$ cat src/rtl/ffa_ram.sv
`default_nettype none
module ffa_ram #(
  parameter int Depth = 64,
  parameter int Width = 8
) (
  input  wire logic                     clk,
  input  wire logic                     we,
  input  wire logic [$clog2(Depth)-1:0] waddr,
  input  wire logic [Width-1:0]         wdata,
  input  wire logic [$clog2(Depth)-1:0] raddr,
  output logic      [Width-1:0]         rdata
);
  logic [Width-1:0] mem [Depth];
  always_ff @(posedge clk) begin
    if (we) begin
      mem[waddr] <= wdata;
    end
    rdata <= mem[raddr];
  end
endmodule
`default_nettype wire

$ cat config.mk
export PLATFORM = sky130hd
export DESIGN_NAME = ffa_ram
export DESIGN_NICKNAME = d
export VERILOG_FILES = /design/src/rtl/ffa_ram.sv
export SDC_FILE = /design/constraint.sdc
export NUM_CORES = 1
export LEC_CHECK = 0
export ABC_AREA = 1
export BUFFER_PORTS_ARGS = -buffer_cell sky130_fd_sc_hd__buf_2
export CORE_MARGIN = 2
export CORE_UTILIZATION = 35
export DETAILED_ROUTE_END_ITERATION = 16
export PLACE_DENSITY = 0.57
export SLEW_MARGIN = 20
export SYNTH_ARGS = -nofsm -noshare
export SYNTH_HDL_FRONTEND = slang
export SYNTH_SLANG_ARGS = --single-unit
$ cat constraint.sdc
create_clock -name clk -period 3.1 [get_ports clk]
set_clock_uncertainty 0.1 [all_clocks]
set_input_delay 0.465 -clock clk [delete_from_list [all_inputs] [get_ports clk]]
set_output_delay 0.465 -clock clk [all_outputs]
set_load 0.01 [all_outputs]
Yosys cells after proc, flatten, opt, wreduce, memory -nomap -nowiden
Memory sizes are Yosys's and may differ from the RTL's. A register that Yosys moved wholly into a read port is not among the register bits.
Index checks and enable logic that the tools add are counted.

storage, ports and cells
  flip-flop bits (word level) = 0
  bits in latches = 0
  memory bits (writable) = 512
  bits in read-only memories = 0
  bits of input ports = 22
  word-level logic and storage cells = 3
  memories kept = 1

memories
  name  depth  bits a word  rd ports  clocked after memory_dff  write ports  RTL line  RTL
  mem   64     8            1         1                         1            13        logic [Width-1:0] mem [Depth];

operators by class
  add/subtract/negate cells = 0
  $mul = 0
  divide/modulo/power cells = 0
  order comparisons = 0
  equal/unequal tests = 0
  shift operators = 0
  mux-type cells = 2
  bitwise operators = 0
  reduce and logical (&&, ||, !) cells = 0

operator list
  operator          number
  2-to-1 mux 1 bit  2

Logic depth before layout (Yosys ltp)
  depth in word-level cells = 2
  gate-level depth with buffers = 12
  depth with buffers taken out = 9

Least setup slack after synthesis
No wires, ideal clock.

  path kind = in2reg
  start = input we
  end = memory mem[48][0], enable pin
  data arrival time = 1.836 ns
  required time = 2.605 ns
  setup slack = 0.769 ns
  stages on the path = 3
  path through = clkbuf_1 nand4_1 nor4_1

between the ends
  cells in the longest elaborated chain, start to end = 2

ends and longest elaborated chain
  item                                    RTL line  RTL
  start: declaration                      7         input wire logic we,
  2-to-1 mux 1 bit                        15        if (we) begin
  2-to-1 mux 1 bit (not written as such)  16        mem[waddr] <= wdata;
  end: declaration                        13

Every way passes these cells.

==> flow_summary.json <==
{
  "io_pins": 30,
  "min_path_type": "primary input to flip-flop",
  "crit_type": "primary input to flip-flop",
  "synth_most_common_cell": "nand2_1",
  "finalNetCount": 1877,
  "cts_max_level": 2,
  "ir_worst_vdd_mv": 0.364,
  "p_switching_w": 0.00338,
  "cts_tree": "done",
  "cts_buffer_depth": 3,
  "synth_area_um2": 21300,
  "fin_crit_ns": 2.16,
  "p_seq_share_pct": 51.0,
  "clk_pin_slew_ns": 0.06,
  "cts_hold_buffers": 0,
  "finalMaxSlewViolations": 0,
  "rrSetupSlack_ns": 1.46,
  "synth_top_area_cell": "edfxtp_1",
  "wl_um": 57300,
  "drive_gt1_share_pct": 9.75,
  "antenna_left": 0,
  "cp.arrival_ns": 2.55,
  "pwr-share-comb_pct": 6.2,
  "core_um2": 60400,
  "die-area_um2": 63000,
  "drtIter0Drc": 1425,
  "hold_depth": 3,
  "holdWs_ns": 0.206,
  "path_max_fanout": 42,
  "route.detailed.drc": 0,
  "swShare_pct": 22.1,
  "postSynthAreaPerCell_um2": 11.8,
  "grt_max_degree": 134,
  "vias": 13958,
  "overflow": 0,
  "postCtsResizedCells": 0,
  "status": "complete, no violations",
  "yosysWarnings": 0,
  "ys.flop_type": "edfxtp_1",
  "finalPower_w": 0.0153,
  "syn_nets": 1827,
  "fmax_ghz": 0.462,
  "finalSetupViolations": 0,
  "seq_area_frac_synth_pct": 72.8,
  "rr_startpoint": "mem[27][1]",
  "portBuffers": 29,
  "endpoint_kind": "flip-flop",
  "leakage_nw": 8.68,
  "cts_root_buf": "clkbuf_16",
  "crit_required_ns": 3.48,
  "synth_common_cells": "nand2_1 (648), edfxtp_1 (512), nand3_1 (439)",
  "rsz0062_at_grt": "false",
  "area_growth_pct": 13.3,
  "clkSinkCount": 520,
  "dieHeight_um": 251,
  "grt_first_pass_wirelength_um": 86200,
  "tns_ns": 0,
  "worstReg2RegEnd": "rdata[1]",
  "p_per_area_nw_per_um2": 633,
  "synth_area_leaders": "edfxtp_1 (72%), nand2_1 (11%), nand3_1 (10%)",
  "min_period_over_period_pct": 69.8,
  "numCtsBuffers": 54,
  "start_util_pct": 35.4,
  "drv_cap": 0,
  "netlist_instances": 1805,
  "gp_congestion": 0.834,
  "synth_edf_count": 512,
  "cp-start-kind": "primary input",
  "netlist-cell-type-count": 16,
  "tightest_slew_ns": 0.904,
  "clk_latency_ns": 0.61,
  "viasPerCell": 5.21,
  "final-hold-violation-count": 0,
  "internal_power_w": 0.0119,
  "fill_cells": 5719,
  "synth_top_area_share_pct": 72.0,
  "slew_headroom_pct": 39.5,
  "min_to": "rdata[0]",
  "grt_usage_pct": 18.3,
  "min_from": "raddr[5]",
  "wire_per_inst_um": 21.4,
  "std_cell_rows": 90,
  "place_hpwl_um": 33400,
  "ys_async_sr_fraction_pct": 0,
  "firstDrtPassIters": 5,
  "antenna_found_initial": 2,
  "first_global_vias": 13402,
  "die_w_um": 251,
  "postCtsSetupBuffers": 0,
  "ys_ff_latch": 520,
  "p_clk_share_pct": 42.8,
  "postLayoutCoreUtil_pct": 40.1,
  "r2r_cells": 8
}
[critical path: stages]
cell,delay (ns)
buf_4,0.21
inv_4,0.47
buf_4,0.41
nand3_1,0.11
nand3_1,0.08
nand2_1,0.07
nand2_1,0.08
nand3_1,0.22
nand3_1,0.29
nand2_1,0.09
[layer usage]
layer	track usage, %	up-vias	part of all wire, %
li1	-	6451	-
met1	26.7	6879	45
met2	27.7	530	45
met3	3.80	94	7.9
met4	4.81	4	2.4
met5	0	-	0.040
[per-stage QoR]
| step | instances | setup slack [ns] | area, um^2 |
|---|---|---|---|
| after floorplan | 1805 | 0.769 | 21300 |
| after global routing | 2679 | 0.857 | 24200 |
| after CTS | 2679 | 0.986 | 24200 |
| final | 2680 | 0.936 | 24200 |
| after global placement | 2581 | 0.342 | 22400 |
| after detailed placement | 2581 | 0.346 | 22400 |
[area by class of cell]
class / instances / area, um^2 / area share [%]
diodes: 1 / 2.50 / 0.0103
clock buffers: 74 / 1520 / 6.29
clock inverters: 24 / 264 / 1.09
inverters: 12 / 55.1 / 0.228
multi-input cells: 1160 / 4950 / 20.5
flip-flops and latches: 520 / 15500 / 64.2
well taps: 782 / 978 / 4.05
repair buffers: 107 / 880 / 3.64
[worst max-delay path by stage]
stage | from | endpoint | slack [ns] | cells past startpoint
final | raddr[1] | rdata[1] | 0.94 | 10
after global routing | raddr[1] | rdata[3] | 0.86 | 10
after CTS | raddr[1] | rdata[3] | 0.99 | 10
after detailed placement | raddr[1] | rdata[3] | 0.35 | 10
after global placement | we | mem[63][3] | 0.34 | 3
after floorplan | we | mem[48][0] | 0.77 | 3
[cell usage in the layout (no fill, tap or decap), drive strengths merged]
cell type  synthesis  final
nand2            648    648
edfxtp           512    512
nand3            439    439
buf               98    106
clkbuf            15     75
nor2              56     56
clkinv             0     16
inv               12     12
nand4              9      9
nor4               8      8
dfxtp              8      8
bufinv             0      6
clkinvlp           0      2
diode              0      1
[state kept, by name (all words and copies together) (netlist names)]
name / cells
mem: 512
rdata: 8
[kinds of logic (layout without fill, tap and decap cells)]
logic type	after synthesis	after routing	share of synthesized area [%]
buf+inv	125	217	4.02
flops	520	520	72.8
simple gates	1160	1160	23.2
other cells	0	1	0
[power by group through the flow]
stage,Combinational [W],Sequential (W),Clock (W)
2_1_floorplan,0.000547,0.00795,0
3_3_place_gp,0.000943,0.00796,0
3_5_place_dp,0.000946,0.00796,0
4_1_cts,0.000949,0.00781,0.00664
5_1_grt,0.00104,0.00781,0.00692
6_report,0.000948,0.00781,0.00655
No activity file was read; power rests on OpenSTA's default activity.
